===== config.mk =====
export PLATFORM = sky130hd
export DESIGN_NAME = wav_stream_sample_decoder
export DESIGN_NICKNAME = d
export VERILOG_FILES = /design/src/design/wss_pkg.sv /design/src/design/wss_parser.sv /design/src/design/wss_fifo.sv /design/src/design/wss_convert.sv /design/src/design/wav_stream_sample_decoder.sv
export SDC_FILE = /design/constraint.sdc
export NUM_CORES = 2
export LEC_CHECK = 0
export ABC_AREA = 0
export BUFFER_PORTS_ARGS = -buffer_cell sky130_fd_sc_hd__buf_2
export CAP_MARGIN = 40
export CORE_MARGIN = 5
export CORE_UTILIZATION = 30
export DETAILED_ROUTE_END_ITERATION = 8
export GPL_TIMING_DRIVEN = 0
export PLACE_DENSITY = 0.44
export RECOVER_POWER = 100
export SETUP_SLACK_MARGIN = 0.3
export SLEW_MARGIN = 25
export SYNTH_ARGS = -nofsm -noshare
export SYNTH_HDL_FRONTEND = slang
export SYNTH_SLANG_ARGS = --single-unit

===== constraint.sdc =====
create_clock -name clk -period 35 [get_ports clk]
set_input_delay 5.25 -clock clk [delete_from_list [all_inputs] [get_ports clk]]
set_output_delay 5.25 -clock clk [all_outputs]
set_load 0.1 [all_outputs]

===== src/design/wss_pkg.sv =====
// ----------------------------------------------------------------------------
// wss_pkg
// shared types, tags, status codes and format checks of the wav stream decoder
// ----------------------------------------------------------------------------
package wss_pkg;

  localparam logic [31:0] TAG_RIFF   = 32'h52494646;
  localparam logic [31:0] TAG_WAVE   = 32'h57415645;
  localparam logic [31:0] TAG_FMT    = 32'h666D7420;
  localparam logic [31:0] TAG_DATA   = 32'h64617461;
  localparam logic [15:0] EXTENSIBLE = 16'hFFFE;
  localparam int unsigned MIN_FILE   = 44;

  localparam logic [15:0] FMT_PCM   = 16'd1;
  localparam logic [15:0] FMT_FLOAT = 16'd3;

  localparam logic [3:0] ST_OK        = 4'd0;
  localparam logic [3:0] ST_SHORT     = 4'd1;
  localparam logic [3:0] ST_NOT_WAVE  = 4'd2;
  localparam logic [3:0] ST_TRUNC     = 4'd3;
  localparam logic [3:0] ST_NO_FMT    = 4'd4;
  localparam logic [3:0] ST_NO_DATA   = 4'd5;
  localparam logic [3:0] ST_FORMAT    = 4'd6;
  localparam logic [3:0] ST_CHANNELS  = 4'd7;
  localparam logic [3:0] ST_BITS      = 4'd8;
  localparam logic [3:0] ST_FLOAT_BAD = 4'd9;
  localparam logic [3:0] ST_NO_FRAMES = 4'd10;

  localparam int unsigned FIFO_DEPTH = 4;

  typedef enum logic [1:0] {
    SEL_16 = 2'd0,
    SEL_24 = 2'd1,
    SEL_32 = 2'd2
  } width_sel_t;

  // one queue entry: an optional frame, then an optional final report
  typedef struct packed {
    logic        has_frame;
    logic [31:0] left_raw;
    logic [31:0] right_raw;
    logic        is_float;
    width_sel_t  wsel;
    logic        has_report;
    logic [3:0]  status;
    logic [31:0] rate;
    logic [15:0] channels;
    logic [31:0] frames;
  } entry_t;

  function automatic logic fmt_usable(input logic [15:0] f, input logic [15:0] c,
                                      input logic [15:0] b);
    logic ok;
    ok = (f == FMT_PCM || f == FMT_FLOAT) && (c == 16'd1 || c == 16'd2) &&
         (b == 16'd16 || b == 16'd24 || b == 16'd32) &&
         !(f == FMT_FLOAT && b != 16'd32);
    return ok;
  endfunction

  function automatic logic [3:0] final_status(
      input logic short_file, input logic bad_tag, input logic data_cut,
      input logic fmt_cut, input logic data_seen, input logic [15:0] f,
      input logic [15:0] c, input logic [15:0] b, input logic [31:0] frames);
    logic [3:0] st;
    if (short_file) st = ST_SHORT;
    else if (bad_tag) st = ST_NOT_WAVE;
    else if (data_cut) st = ST_TRUNC;
    else if (fmt_cut || f == 16'd0 || c == 16'd0) st = ST_NO_FMT;
    else if (!data_seen) st = ST_NO_DATA;
    else if (f != FMT_PCM && f != FMT_FLOAT) st = ST_FORMAT;
    else if (c != 16'd1 && c != 16'd2) st = ST_CHANNELS;
    else if (b != 16'd16 && b != 16'd24 && b != 16'd32) st = ST_BITS;
    else if (f == FMT_FLOAT && b != 16'd32) st = ST_FLOAT_BAD;
    else if (frames == 32'd0) st = ST_NO_FRAMES;
    else st = ST_OK;
    return st;
  endfunction

endpackage


===== src/design/wss_parser.sv =====
// ----------------------------------------------------------------------------
// wss_parser
// front part: walks the riff chunks byte by byte and builds queue entries
// ----------------------------------------------------------------------------
module wss_parser #(
  parameter int POSITION_WIDTH = 32
) (
  input  logic            clk,
  input  logic            rst_n,
  input  logic            step,
  input  logic [7:0]      file_byte,
  input  logic            final_byte,
  output logic            push,
  output wss_pkg::entry_t push_entry
);

  typedef enum logic [4:0] {
    PH_FILEHDR  = 5'b00001,
    PH_CHUNKHDR = 5'b00010,
    PH_BODY     = 5'b00100,
    PH_DECODE   = 5'b01000,
    PH_STOP     = 5'b10000
  } phase_t;

  localparam logic [POSITION_WIDTH-1:0] POS_MAX = '1;

  phase_t                    phase_r, phase_nxt;
  logic [POSITION_WIDTH-1:0] pos_r, pos_nxt;
  logic [31:0] tag_r, tag_nxt, len_r, len_nxt, rem_r, rem_nxt;
  logic [15:0] fmt_r, fmt_nxt, chan_r, chan_nxt, bits_r, bits_nxt;
  logic [31:0] rate_r, rate_nxt, asm_r, asm_nxt, held_r, held_nxt;
  logic [31:0] frames_r, frames_nxt;
  logic [1:0]  bidx_r, bidx_nxt;
  logic        ch_r, ch_nxt, seen_r, seen_nxt, bad_r, bad_nxt, pad_r, pad_nxt;

  logic [2:0]  k;
  logic [31:0] off, asm_new;
  logic [1:0]  last_idx;
  logic        cut, fmt_cut;
  logic [3:0]  st;

  always_comb begin
    phase_nxt = phase_r;  pos_nxt = pos_r;    tag_nxt = tag_r;
    len_nxt = len_r;      rem_nxt = rem_r;    fmt_nxt = fmt_r;
    chan_nxt = chan_r;    bits_nxt = bits_r;  rate_nxt = rate_r;
    asm_nxt = asm_r;      held_nxt = held_r;  frames_nxt = frames_r;
    bidx_nxt = bidx_r;    ch_nxt = ch_r;      seen_nxt = seen_r;
    bad_nxt = bad_r;      pad_nxt = pad_r;
    push = 1'b0;
    push_entry = '0;
    k = rem_r[2:0];
    off = len_r - rem_r;
    asm_new = asm_r;
    last_idx = 2'd3;
    cut = 1'b0;
    fmt_cut = 1'b0;
    st = wss_pkg::ST_OK;
    if (step) begin
      if (pos_r != POS_MAX) pos_nxt = pos_r + 1'b1;
      unique case (phase_r)
        PH_FILEHDR: begin
          if (pos_r < POSITION_WIDTH'(4) ||
              (pos_r >= POSITION_WIDTH'(8) && pos_r < POSITION_WIDTH'(12)))
            tag_nxt = {tag_r[23:0], file_byte};
          if (pos_r == POSITION_WIDTH'(3) && tag_nxt != wss_pkg::TAG_RIFF) begin
            bad_nxt = 1'b1;
            phase_nxt = PH_STOP;
          end else if (pos_r == POSITION_WIDTH'(11)) begin
            if (tag_nxt != wss_pkg::TAG_WAVE) begin
              bad_nxt = 1'b1;
              phase_nxt = PH_STOP;
            end else begin
              phase_nxt = PH_CHUNKHDR;
              rem_nxt = '0;
              pad_nxt = 1'b0;
            end
          end
        end
        PH_CHUNKHDR: begin
          if (pad_r) begin
            pad_nxt = 1'b0;
          end else begin
            case (k)
              3'd4:    len_nxt = {24'd0, file_byte};
              3'd5:    len_nxt[15:8] = file_byte;
              3'd6:    len_nxt[23:16] = file_byte;
              3'd7:    len_nxt[31:24] = file_byte;
              default: tag_nxt = {tag_r[23:0], file_byte};
            endcase
            rem_nxt = {29'd0, k} + 32'd1;
            if (k == 3'd7) begin
              // chunk body begins
              rem_nxt = len_nxt;
              phase_nxt = PH_BODY;
              if (tag_r == wss_pkg::TAG_DATA && !seen_r) begin
                seen_nxt = 1'b1;
                if (wss_pkg::fmt_usable(fmt_r, chan_r, bits_r)) begin
                  phase_nxt = PH_DECODE;
                  asm_nxt = '0;
                  bidx_nxt = '0;
                  ch_nxt = 1'b0;
                end
              end
              if (len_nxt == 32'd0) begin
                pad_nxt = 1'b0;
                phase_nxt = PH_CHUNKHDR;
                rem_nxt = '0;
              end
            end
          end
        end
        PH_BODY, PH_DECODE: begin
          if (rem_r == 32'd0) begin
            pad_nxt = len_r[0];
            phase_nxt = PH_CHUNKHDR;
          end else begin
            if (phase_r == PH_DECODE) begin
              case (bidx_r)
                2'd0:    asm_new = {24'd0, file_byte};
                2'd1:    asm_new = asm_r | {16'd0, file_byte, 8'd0};
                2'd2:    asm_new = asm_r | {8'd0, file_byte, 16'd0};
                default: asm_new = asm_r | {file_byte, 24'd0};
              endcase
              asm_nxt = asm_new;
              if (bits_r == 16'd16) last_idx = 2'd1;
              else if (bits_r == 16'd24) last_idx = 2'd2;
              if (bidx_r != last_idx) begin
                bidx_nxt = bidx_r + 2'd1;
              end else begin
                bidx_nxt = '0;
                push_entry.left_raw = asm_new;
                push_entry.right_raw = asm_new;
                push_entry.is_float = (fmt_r == wss_pkg::FMT_FLOAT);
                push_entry.wsel = (bits_r == 16'd16) ? wss_pkg::SEL_16 :
                                  (bits_r == 16'd24) ? wss_pkg::SEL_24 : wss_pkg::SEL_32;
                if (chan_r == 16'd1 || ch_r) begin
                  if (chan_r != 16'd1) push_entry.left_raw = held_r;
                  ch_nxt = 1'b0;
                  push_entry.has_frame = 1'b1;
                  if (frames_r != 32'hFFFF_FFFF) frames_nxt = frames_r + 32'd1;
                end else begin
                  held_nxt = asm_new;
                  ch_nxt = 1'b1;
                end
              end
            end else if (tag_r == wss_pkg::TAG_FMT && !seen_r && len_r >= 32'd16) begin
              case (off)
                32'd0:  fmt_nxt = {8'd0, file_byte};
                32'd1:  fmt_nxt[15:8] = file_byte;
                32'd2:  chan_nxt = {8'd0, file_byte};
                32'd3:  chan_nxt[15:8] = file_byte;
                32'd4:  rate_nxt = {24'd0, file_byte};
                32'd5:  rate_nxt[15:8] = file_byte;
                32'd6:  rate_nxt[23:16] = file_byte;
                32'd7:  rate_nxt[31:24] = file_byte;
                32'd14: bits_nxt = {8'd0, file_byte};
                32'd15: bits_nxt[15:8] = file_byte;
                32'd24: asm_nxt = {24'd0, file_byte};
                32'd25: begin
                  // extensible header: real format tag from the sub-format guid
                  if (fmt_r == wss_pkg::EXTENSIBLE && len_r >= 32'd40)
                    fmt_nxt = {file_byte, asm_r[7:0]};
                end
                default: ;
              endcase
            end
            rem_nxt = rem_r - 32'd1;
            if (rem_r == 32'd1) begin
              pad_nxt = len_r[0];
              phase_nxt = PH_CHUNKHDR;
            end
          end
        end
        PH_STOP: ;
        default: ;
      endcase

      if (final_byte) begin
        cut = (phase_nxt == PH_BODY || phase_nxt == PH_DECODE) && rem_nxt != 32'd0;
        fmt_cut = cut && tag_nxt == wss_pkg::TAG_FMT && !seen_nxt;
        st = wss_pkg::final_status(pos_nxt < POSITION_WIDTH'(wss_pkg::MIN_FILE), bad_nxt,
                                   cut && tag_nxt == wss_pkg::TAG_DATA, fmt_cut, seen_nxt,
                                   fmt_nxt, chan_nxt, bits_nxt, frames_nxt);
        push_entry.has_report = 1'b1;
        push_entry.status = st;
        if (st == wss_pkg::ST_OK) begin
          push_entry.rate = rate_nxt;
          push_entry.channels = chan_nxt;
          push_entry.frames = frames_nxt;
        end
        // back to the reset state for the next file
        phase_nxt = PH_FILEHDR;  pos_nxt = '0;  tag_nxt = '0;  len_nxt = '0;
        rem_nxt = '0;  fmt_nxt = '0;  chan_nxt = '0;  bits_nxt = '0;  rate_nxt = '0;
        asm_nxt = '0;  held_nxt = '0;  frames_nxt = '0;  bidx_nxt = '0;  ch_nxt = 1'b0;
        seen_nxt = 1'b0;  bad_nxt = 1'b0;  pad_nxt = 1'b0;
      end
      push = push_entry.has_frame | push_entry.has_report;
    end
  end

  always_ff @(posedge clk) begin
    if (!rst_n) begin
      phase_r <= PH_FILEHDR;  pos_r <= '0;  tag_r <= '0;  len_r <= '0;  rem_r <= '0;
      fmt_r <= '0;  chan_r <= '0;  bits_r <= '0;  rate_r <= '0;  asm_r <= '0;
      held_r <= '0;  frames_r <= '0;  bidx_r <= '0;  ch_r <= 1'b0;  seen_r <= 1'b0;
      bad_r <= 1'b0;  pad_r <= 1'b0;
    end else begin
      phase_r <= phase_nxt;  pos_r <= pos_nxt;  tag_r <= tag_nxt;  len_r <= len_nxt;
      rem_r <= rem_nxt;  fmt_r <= fmt_nxt;  chan_r <= chan_nxt;  bits_r <= bits_nxt;
      rate_r <= rate_nxt;  asm_r <= asm_nxt;  held_r <= held_nxt;
      frames_r <= frames_nxt;  bidx_r <= bidx_nxt;  ch_r <= ch_nxt;
      seen_r <= seen_nxt;  bad_r <= bad_nxt;  pad_r <= pad_nxt;
    end
  end

endmodule


===== src/design/wss_fifo.sv =====
// ----------------------------------------------------------------------------
// wss_fifo
// short entry queue between the parser and the converter
// ----------------------------------------------------------------------------
module wss_fifo (
  input  logic            clk,
  input  logic            rst_n,
  input  logic            push,
  input  wss_pkg::entry_t push_entry,
  output logic            full,
  input  logic            pop,
  output logic            not_empty,
  output wss_pkg::entry_t head
);

  localparam int PW = $clog2(wss_pkg::FIFO_DEPTH);

  wss_pkg::entry_t mem_r [wss_pkg::FIFO_DEPTH];
  logic [PW-1:0]   wp_r, rp_r;
  logic [PW:0]     cnt_r;

  assign full      = (cnt_r == (PW+1)'(wss_pkg::FIFO_DEPTH));
  assign not_empty = (cnt_r != '0);
  assign head      = mem_r[rp_r];

  always_ff @(posedge clk) begin
    if (push) mem_r[wp_r] <= push_entry;
  end

  always_ff @(posedge clk) begin
    if (!rst_n) begin
      wp_r <= '0;
      rp_r <= '0;
      cnt_r <= '0;
    end else begin
      if (push) wp_r <= wp_r + 1'b1;
      if (pop) rp_r <= rp_r + 1'b1;
      cnt_r <= cnt_r + (PW+1)'(push) - (PW+1)'(pop);
    end
  end

endmodule


===== src/design/wss_convert.sv =====
// ----------------------------------------------------------------------------
// wss_convert
// back part: pcm to single conversion in two stages, stage 1 and the output register
// ----------------------------------------------------------------------------
module wss_convert (
  input  logic            clk,
  input  logic            rst_n,
  input  logic            not_empty,
  input  wss_pkg::entry_t head,
  output logic            pop,
  output logic            out_valid,
  input  logic            out_ready,
  output logic            out_kind,
  output logic [31:0]     out_left,
  output logic [31:0]     out_right,
  output logic [3:0]      out_status,
  output logic [31:0]     out_rate,
  output logic [15:0]     out_channels,
  output logic [31:0]     out_frames,
  output logic            out_last
);

  typedef struct packed {
    logic        sign;
    logic        zero;
    logic [31:0] mag;
    logic [4:0]  msb;
  } norm_t;

  function automatic norm_t front_norm(input logic [31:0] raw, input wss_pkg::width_sel_t w);
    norm_t n;
    logic [31:0] sx;
    case (w)
      wss_pkg::SEL_16: sx = {{16{raw[15]}}, raw[15:0]};
      wss_pkg::SEL_24: sx = {{8{raw[23]}}, raw[23:0]};
      default:         sx = raw;
    endcase
    n.sign = sx[31];
    n.mag  = sx[31] ? (~sx + 32'd1) : sx;
    n.zero = (n.mag == 32'd0);
    n.msb  = '0;
    for (int i = 0; i < 32; i++) begin
      if (n.mag[i]) n.msb = 5'(i);
    end
    return n;
  endfunction

  function automatic logic [31:0] back_norm(input norm_t n, input wss_pkg::width_sel_t w);
    logic [8:0]  ex;
    logic [4:0]  sh;
    logic [24:0] m;
    logic [31:0] rem, half, shifted;
    case (w)
      wss_pkg::SEL_16: ex = 9'(n.msb) + 9'd112;
      wss_pkg::SEL_24: ex = 9'(n.msb) + 9'd104;
      default:         ex = 9'(n.msb) + 9'd96;
    endcase
    sh = '0;
    rem = '0;
    half = '0;
    if (n.msb <= 5'd23) begin
      shifted = n.mag << (5'd23 - n.msb);
      m = {1'b0, shifted[23:0]};
    end else begin
      sh = n.msb - 5'd23;
      shifted = n.mag >> sh;
      m = {1'b0, shifted[23:0]};
      rem = n.mag & ((32'd1 << sh) - 32'd1);
      half = 32'd1 << (sh - 5'd1);
      if (rem > half || (rem == half && m[0])) m = m + 25'd1;
      if (m[24]) begin
        m = m >> 1;
        ex = ex + 9'd1;
      end
    end
    if (n.zero) return 32'd0;
    return {n.sign, ex[7:0], m[22:0]};
  endfunction

  // stage 1
  logic        s1_valid_r, s1_kind_r, s1_float_r, s1_last_r;
  wss_pkg::width_sel_t s1_wsel_r;
  norm_t       s1_l_r, s1_r_r;
  logic [31:0] s1_lraw_r, s1_rraw_r, s1_rate_r, s1_frames_r;
  logic [3:0]  s1_status_r;
  logic [15:0] s1_chan_r;
  logic        split_r;

  // output register
  logic        out_valid_r, out_kind_r, out_last_r;
  logic [31:0] out_left_r, out_right_r, out_rate_r, out_frames_r;
  logic [3:0]  out_status_r;
  logic [15:0] out_chan_r;

  logic adv, load, take_frame;

  assign adv        = !out_valid_r || out_ready;
  assign load       = not_empty && (!s1_valid_r || adv);
  assign take_frame = head.has_frame && !split_r;
  assign pop        = load && !(take_frame && head.has_report);

  always_ff @(posedge clk) begin
    if (load) begin
      s1_kind_r   <= !take_frame;
      s1_float_r  <= head.is_float;
      s1_wsel_r   <= head.wsel;
      s1_lraw_r   <= head.left_raw;
      s1_rraw_r   <= head.right_raw;
      s1_l_r      <= front_norm(head.left_raw, head.wsel);
      s1_r_r      <= front_norm(head.right_raw, head.wsel);
      s1_status_r <= head.status;
      s1_rate_r   <= head.rate;
      s1_chan_r   <= head.channels;
      s1_frames_r <= head.frames;
      s1_last_r   <= !take_frame;
    end
    if (s1_valid_r && adv) begin
      out_kind_r <= s1_kind_r;
      out_last_r <= s1_last_r;
      if (s1_kind_r) begin
        out_left_r   <= '0;
        out_right_r  <= '0;
        out_status_r <= s1_status_r;
        out_rate_r   <= s1_rate_r;
        out_chan_r   <= s1_chan_r;
        out_frames_r <= s1_frames_r;
      end else begin
        out_left_r   <= s1_float_r ? s1_lraw_r : back_norm(s1_l_r, s1_wsel_r);
        out_right_r  <= s1_float_r ? s1_rraw_r : back_norm(s1_r_r, s1_wsel_r);
        out_status_r <= '0;
        out_rate_r   <= '0;
        out_chan_r   <= '0;
        out_frames_r <= '0;
      end
    end
  end

  always_ff @(posedge clk) begin
    if (!rst_n) begin
      s1_valid_r  <= 1'b0;
      out_valid_r <= 1'b0;
      split_r     <= 1'b0;
    end else begin
      if (load) s1_valid_r <= 1'b1;
      else if (adv) s1_valid_r <= 1'b0;
      if (adv) out_valid_r <= s1_valid_r;
      if (load) split_r <= take_frame && head.has_report;
    end
  end

  assign out_valid    = out_valid_r;
  assign out_kind     = out_kind_r;
  assign out_left     = out_left_r;
  assign out_right    = out_right_r;
  assign out_status   = out_status_r;
  assign out_rate     = out_rate_r;
  assign out_channels = out_chan_r;
  assign out_frames   = out_frames_r;
  assign out_last     = out_last_r;

endmodule


===== src/design/wav_stream_sample_decoder.sv =====
// ----------------------------------------------------------------------------
// wav_stream_sample_decoder
// riff/wave byte stream parser emitting stereo ieee single frames and a report
// ----------------------------------------------------------------------------
// path: out_tvalid rises once the byte that ends a frame or the file has passed
//   the queue write, the conversion stage and the output register
// throughput: one byte per cycle while the queue has room; the converter gives
//   one result per cycle unless out_tready stalls; a frame-ending last byte gives two
// reset: rst_n synchronous active low clears parser, queue and output stage;
//   after a byte with in_tlast the parser returns to its reset state by itself
// ----------------------------------------------------------------------------
module wav_stream_sample_decoder #(
  parameter int POSITION_WIDTH = 32
) (
  input  logic         clk,
  input  logic         rst_n,
  input  logic         in_tvalid,
  output logic         in_tready,
  input  logic [7:0]   in_tdata,   // [7:0] file_byte
  input  logic         in_tlast,   // final_byte
  output logic         out_tvalid,
  input  logic         out_tready,
  output logic [151:0] out_tdata,  // [31:0] left_sample, [63:32] right_sample,
                                   // [67:64] status, [99:68] sample_rate,
                                   // [115:100] channel_count, [147:116] frame_count,
                                   // [151:148] zero
  output logic         out_tuser,  // kind
  output logic         out_tlast   // is_last
);

  logic            step, push, full, pop, not_empty;
  wss_pkg::entry_t push_entry, head;
  logic [31:0]     left, right, rate, frames;
  logic [3:0]      status;
  logic [15:0]     chans;

  // a byte transfers whenever the queue has a free slot
  assign in_tready = !full;
  assign step      = in_tvalid && in_tready;

  // front: header and chunk walk, fmt capture, sample assembly
  wss_parser #(.POSITION_WIDTH(POSITION_WIDTH)) u_parser (
    .clk, .rst_n, .step, .file_byte(in_tdata), .final_byte(in_tlast),
    .push, .push_entry
  );

  // queue decouples parsing from conversion and output stalls
  wss_fifo u_fifo (
    .clk, .rst_n, .push, .push_entry, .full, .pop, .not_empty, .head
  );

  // back: pcm to single in two stages, stage 1 and the output register
  wss_convert u_convert (
    .clk, .rst_n, .not_empty, .head, .pop,
    .out_valid(out_tvalid), .out_ready(out_tready), .out_kind(out_tuser),
    .out_left(left), .out_right(right), .out_status(status), .out_rate(rate),
    .out_channels(chans), .out_frames(frames), .out_last(out_tlast)
  );

  assign out_tdata = {4'd0, frames, chans, rate, status, right, left};

endmodule

======== Word-level counts from Yosys, hierarchy flattened ========
Memories as Yosys holds them, arrays and structs flattened. A register that Yosys moved wholly into a read port is not among the register bits.
Index checks and enable logic that the tools add are counted.
operators by class
  add/subtract/negate cells ............... 30
  order comparisons ....................... 10
  equality and inequality tests ........... 75
  shifts and indexed selects .............. 8
  muxes and demuxes ....................... 288
  bitwise gates (word level) .............. 8
  reductions and logical operators ........ 85
operators with widths
  cell                                                                   number
  32-bit 2-to-1 mux                                                      61
  68-bit 2-to-1 mux                                                      5
  16-bit 2-to-1 mux                                                      19
  32-bit case mux with 2 select lines                                    4
  25-bit 2-to-1 mux                                                      8
  32-bit logical NOT                                                     6
  8-bit 2-to-1 mux                                                       24
  32-bit case mux with 3 select lines                                    2
  4-bit 2-to-1 mux                                                       45
  8-bit case mux with 2 select lines                                     11
  85-bit 2-to-1 mux                                                      2
  153-bit 2-to-1 mux                                                     1
  32-bit by 1-bit adder with 32-bit output (second input constant)       4
  32-bit by 3-bit == test with 1-bit output (second input constant)      4
  32-bit by 31-bit == test with 1-bit output (second input constant)     4
  1-bit by 5-bit left shift with 32-bit output (first input constant)    4
  32-bit by 2-bit == test with 1-bit output (second input constant)      3
  32-bit by 4-bit == test with 1-bit output (second input constant)      3
  32-bit by 1-bit subtractor with 32-bit output (second input constant)  3
  23-bit 2-to-1 mux                                                      4
  80-bit 2-to-1 mux                                                      1
  32-bit bitwise AND                                                     2
  32-bit by 1-bit == test with 1-bit output (second input constant)      2
  32-bit == test                                                         2
  other kinds (79)                                                       280
storage, ports and cells
  flip-flop bits (word level) ............. 704
  memory bits (writable) .................. 612
  bits of input ports ..................... 13
  output and inout port bits .............. 156
  word-level logic and storage cells ...... 560
  memories ................................ 1
memory list
  memory        depth  bits a word  rd ports  clocked after Yosys merged registers in  write ports  line            RTL
  u_fifo.mem_r  4      153          1         1                                        1            wss_fifo.sv:18  wss_pkg::entry_t mem_r [wss_pkg::FIFO_DEPTH];

======== Depth between registers and ports, before layout ========
  word-level depth ........................ 38
  depth in mapped cells ................... 36
  gate-level depth less buffers ........... 30

======== Hierarchy ========
A second synthesis with hierarchy kept.
second synthesis, totals
  cells, all modules ...................... 6710
  area total of the unflattened synthesis .. 72878.6 um2
modules (own cells, without submodules)
  module                     times used  cells an instance  area each (um2)
  wss_convert                1           2726               27845.5
  wss_parser                 1           3135               22505.3
  wss_fifo                   1           842                22484.1
  wav_stream_sample_decoder  1           7                  43.8

======== Worst setup path before layout ========
OpenSTA, ideal clock, no wires.
  path kind ............................... input-to-reg
  start ................................... input out_tready
  end ..................................... register u_fifo.cnt_r[2]
  arrival time ............................ 18.409 ns
  setup slack ............................. 16.476 ns
  stages on the path ...................... 11
  path buffers ............................ 0
  cells stage by stage .................... nor2b_1 > a21oi_1 > a21boi_0 > ha_1 > inv_1 > ha_1 > inv_1 > fa_1 > xnor2_1 > xnor2_1 > and2_1
between the ends
  longest elaborated chain between the ends .. 5
RTL lines
  what                                         line                             RTL
  from (decl)                                  wav_stream_sample_decoder.sv:22  input logic out_tready,
  1-bit logical OR                             wss_convert.sv:97                assign adv = !out_valid_r || out_ready;
  1-bit logical OR                             wss_convert.sv:98                assign load = not_empty && (!s1_valid_r || adv);
  1-bit logical AND                            wss_convert.sv:98
  named net u_convert.load                     wss_convert.sv:95                logic adv, load, take_frame;
  1-bit logical AND                            wss_convert.sv:100               assign pop = load && !(take_frame && head.has_report);
  named net pop                                wav_stream_sample_decoder.sv:31  logic step, push, full, pop, not_empty;
  3-bit by 1-bit subtractor with 3-bit output  wss_fifo.sv:38                   cnt_r <= cnt_r + (PW+1)'(push) - (PW+1)'(pop);
  to (signal assigned)                         wss_fifo.sv:38
  to (decl)                                    wss_fifo.sv:20                   logic [PW:0] cnt_r;
The timed path passes the listed nets, and every way through them passes these cells.
A chain may end at the register's enable or synchronous reset.

======== Worst setup path in the final report ========
  start ................................... input in_tvalid
  end ..................................... memory u_fifo.mem_r[3][78] in the netlist's numbering, enable pin
between the ends
  longest elaborated chain between the ends .. 4
RTL lines
  what                                    line                             RTL
  from (decl)                             wav_stream_sample_decoder.sv:17  input logic in_tvalid,
  1-bit logical AND                       wav_stream_sample_decoder.sv:39  assign step = in_tvalid && in_tready;
  1-bit 2-to-1 mux                        wss_parser.sv:58                 if (step) begin
  1-bit 2-to-1 mux                        wss_fifo.sv:27                   if (push) mem_r[wp_r] <= push_entry;
  1-bit 2-to-1 mux (not written as such)  wss_fifo.sv:27
  to (decl)                               wss_fifo.sv:18
No other way between the ends.

==> qor.csv <==
stage,metric,value,unit
place,post-place-ws,23.37,ns
global_route,overflow,0,
yosys,synth_edf_count,989,
job,cap_violations,20,
route,drtIter0Drc,5162,
cts,cts_buffers,147,
cts,clk_latency,0.81,ns
power,peakVddDrop,0.0591,mV
yosys,synth_cell_types,109,
yosys,synth.cell_area,0.0718,mm^2
yosys,synth_seq_cells,1316,
setup_path,setup.worst_path.end_class,flip-flop,
global_route,grt_max_degree,40,
floorplan,die_w,499,um
sta,postLayoutSetupSlackWorst,20.82,ns
yosys,synth_top_flop_cell,edfxtp_1,
cts,path_clk_slew,0.06,ns
floorplan,start_util,0.302,
setup_path,cp_slowest_cell,clkbuf_1,
sta,whs,0.469,ns
sta,finalSetupViolations,0,
yosys,ys_warn_count,0,
cells_and_area,area_growth,14.0,%
route,first_pass_iters,8,
place,hpwl,207000,um
sta,final.min_clock_period,14.18,ns
setup_path,cpPeakStageDelay,1.90,ns
worst_hold_path,hp-class,reg -> reg,
yosys,avgSynthCellArea,10.7,um^2
yosys,synthCells,6696,
setup_path,critical_path_required,35.36,ns
global_route,grtUsageTotal,0.210,
sta,tns,0,ns
route,finalWirelength,272000,um
cts,cts.sinks,1316,
sta,maxSlewViolCount,630,
route,drtAntennaViolNets,0,
status,status,"complete, but fails checks",
power,powerDensity,98.2,mW/mm^2
sta,hold_violations,0,
sta,finalCritPeriodShare,0.405,
cells_and_area,post-route-util,0.344,
route,num_vias,57546,
status,violations,"capacitance limit, slew limit",
floorplan,core_area,0.238,mm^2
power,p_leak,26.5,nW
place,postPlaceCellArea,0.0786,mm^2
cells_and_area,layout.nets,7340,
cts,h-tree-depth,4,
cts,hold_buffers,0,
place,place_congestion,0.959,
cells_and_area,fin_area,0.0818,mm^2
setup_path,worstPathMaxFanout,38,
sta,fin_skew,0.0575,ns
setup_path,critPathArrivalTime,14.54,ns
yosys,async_reset_ff_frac,0,
cells_and_area,drive_gt1_frac,0.0873,
floorplan,die_h,499,um
global_route,grt_pass1_wl,394000,um
sta,rsz0062_at_grt,no,
cts,clockBufferDepth,3,
route,routedWlPerCell,26.0,um
cts,cts_setup_buffers,0,
cts,post_cts_resized,0,
route,viasPerCell,5.49,
sta,worst_pin_slew,2.84,ns
cts,cts_root_buf,clkbuf_16,
floorplan,io_pins,169,
cts,cts_tree,yes,
global_route,grt_pass1_vias,56862,
sta,fmax,0.0705,GHz
setup_path,crit_type,in -> reg,
yosys,seq_area_frac_synth,0.505,
route,drc,0,
setup_path,start_kind,input pin,
floorplan,fp-row-count,179,
place,port_buffers,162,
sta,relSlewSlack,-0.895,
global_route,grt_antenna_before_repair,7,
setup_path,crit_chain,buf_2 -> and2_1 -> clkbuf_1 -> nand3_1 -> o21ai_0 -> and2_0 -> clkbuf_1 -> clkbuf_1 -> clkbuf_1 -> clkbuf_1,
floorplan,fp.dieArea,0.249,mm^2
setup_path,path_common_cell,clkbuf_1,
==> final timing paths <==
check	start	endpoint	slack, ns	depth (start not counted)
hold / removal	u_parser.rate_r[9]	u_parser.rate_r[9]	0.47	2
setup reg to reg	u_parser.rem_r[0]	u_fifo.mem_r[3][78]	23.05	13
setup / recovery	in_tvalid	u_fifo.mem_r[3][78]	20.82	10
hold reg to reg	u_parser.rate_r[9]	u_parser.rate_r[9]	0.47	2
==> logic make-up after synthesis <==
| kind of cell | synth area share |
|---|---|
| adder cells (fa/ha/maj) | 0.0251 |
| buffers and inverters | 0.0326 |
| AND/OR/NAND/NOR | 0.177 |
| XOR/XNOR | 0.0255 |
| other | 0.0000522 |
| flip-flops | 0.505 |
| multiplexers | 0.0903 |
| AO/OA/AOI/OAI | 0.144 |
==> report_power, final <==
group / internal (mW) / total, mW / switching, mW
logic: 1.31 / 4.25 / 2.94
clock network: 0.854 / 1.52 / 0.664
registers: 2.07 / 2.27 / 0.196
==> Yosys cell counts, types with 21 or more instances <==
library cell  instances  area (um^2)
nor2_1              468         1760
o21a_1               51          383
mux4_2              190         4280
xnor2_1             115         1010
o21ai_0             405         2030
o211ai_1             24          180
nand3_1             156          781
or3_1                59          369
and3_1               50          313
a21oi_1             329         1650
xor2_1               90          788
a211oi_1             98          736
or4_1                24          180
a32oi_1              22          193
o31ai_1              29          218
o22ai_1              41          257
nor2b_1             272         1700
clkbuf_1            367         1380
mux2i_1             156         1560
a22oi_1             193         1450
nand2_1             606         2270
dfxtp_1             327         6550
nand4_1              98          613
nand2b_1             47          294
edfxtp_1            989        29700
nor3_1              169          846
a21o_1               65          488
ha_1                141         1760
mux2_2               57          642
nor4_1               74          463
buf_1                42          158
inv_1               117          439
and2_1              233         1460
buf_2                37          185
or2_2                27          169
and4_1               21          184
a31oi_1              54          338
a21boi_0             47          353
nor3_2               45          450
==> worst max-delay path, delay by kind of cell <==
| kind | cells | cell delay [ns] |
|---|---|---|
| compound gates | 1 | 0.82 |
| buf+inv | 6 | 6.75 |
| simple gates | 3 | 1.62 |
==> area by class of cell <==
cell class | instances | area, um^2
Clock buffer | 192 | 3980
Sequential cell | 1316 | 36200
Timing Repair Buffer | 280 | 1320
Antenna cell | 6 | 15.0
Fill cell | 24254 | 156000
Clock inverter | 80 | 688
Inverter | 126 | 473
Buffer | 463 | 1860
Multi-Input combinational cell | 4850 | 33300
Tap cell | 3167 | 3960
==> sequential cells by signal, indices dropped and copies added (netlist names), 32 cells and up, named ones only <==
name                   count
u_fifo.mem_r             612
u_convert.s1_l_r          38
u_convert.s1_r_r          38
u_convert.out_frames      32
u_convert.out_left        32
u_convert.out_rate        32
u_convert.out_right       32
u_convert.s1_frames_r     32
u_convert.s1_lraw_r       32
u_convert.s1_rate_r       32
u_convert.s1_rraw_r       32
u_parser.asm_r            32
u_parser.frames_r         32
u_parser.held_r           32
u_parser.len_r            32
u_parser.pos_r            32
u_parser.rate_r           32
u_parser.rem_r            32
u_parser.tag_r            32
==> through the flow <==
step | std cells | power, mW
after floorplan | 6755 | 5.21
after global placement | 10084 | 6.65
after detailed placement | 10196 | 6.62
after CTS | 10468 | 8.18
after global routing | 10475 | 8.47
final | 10480 | 8.04
==> cell usage in the layout, fill, tap and decap left out, types with 141 or more instances in the layout <==
cell type / synthesis / final
mux2i_1: 156 / 156
nor2b_1: 272 / 272
nand2_1: 606 / 606
o21ai_0: 405 / 410
nor2_1: 468 / 468
ha_1: 141 / 141
a21oi_1: 329 / 329
nand3_1: 156 / 156
dfxtp_1: 327 / 327
clkbuf_1: 367 / 648
edfxtp_1: 989 / 989
nor3_1: 169 / 208
a22oi_1: 193 / 193
mux4_2: 190 / 190
clkbuf_16: 0 / 150
and2_0: 3 / 150
==> metal layers <==
metal	track usage	share of wire	vias to the layer above
li1	-	-	26180
met1	0.287	0.45	28837
met2	0.339	0.46	2033
met3	0.0324	0.056	496
met4	0.0769	0.041	0
met5	0	0	-
No activity file was read; power rests on OpenSTA's default activity.
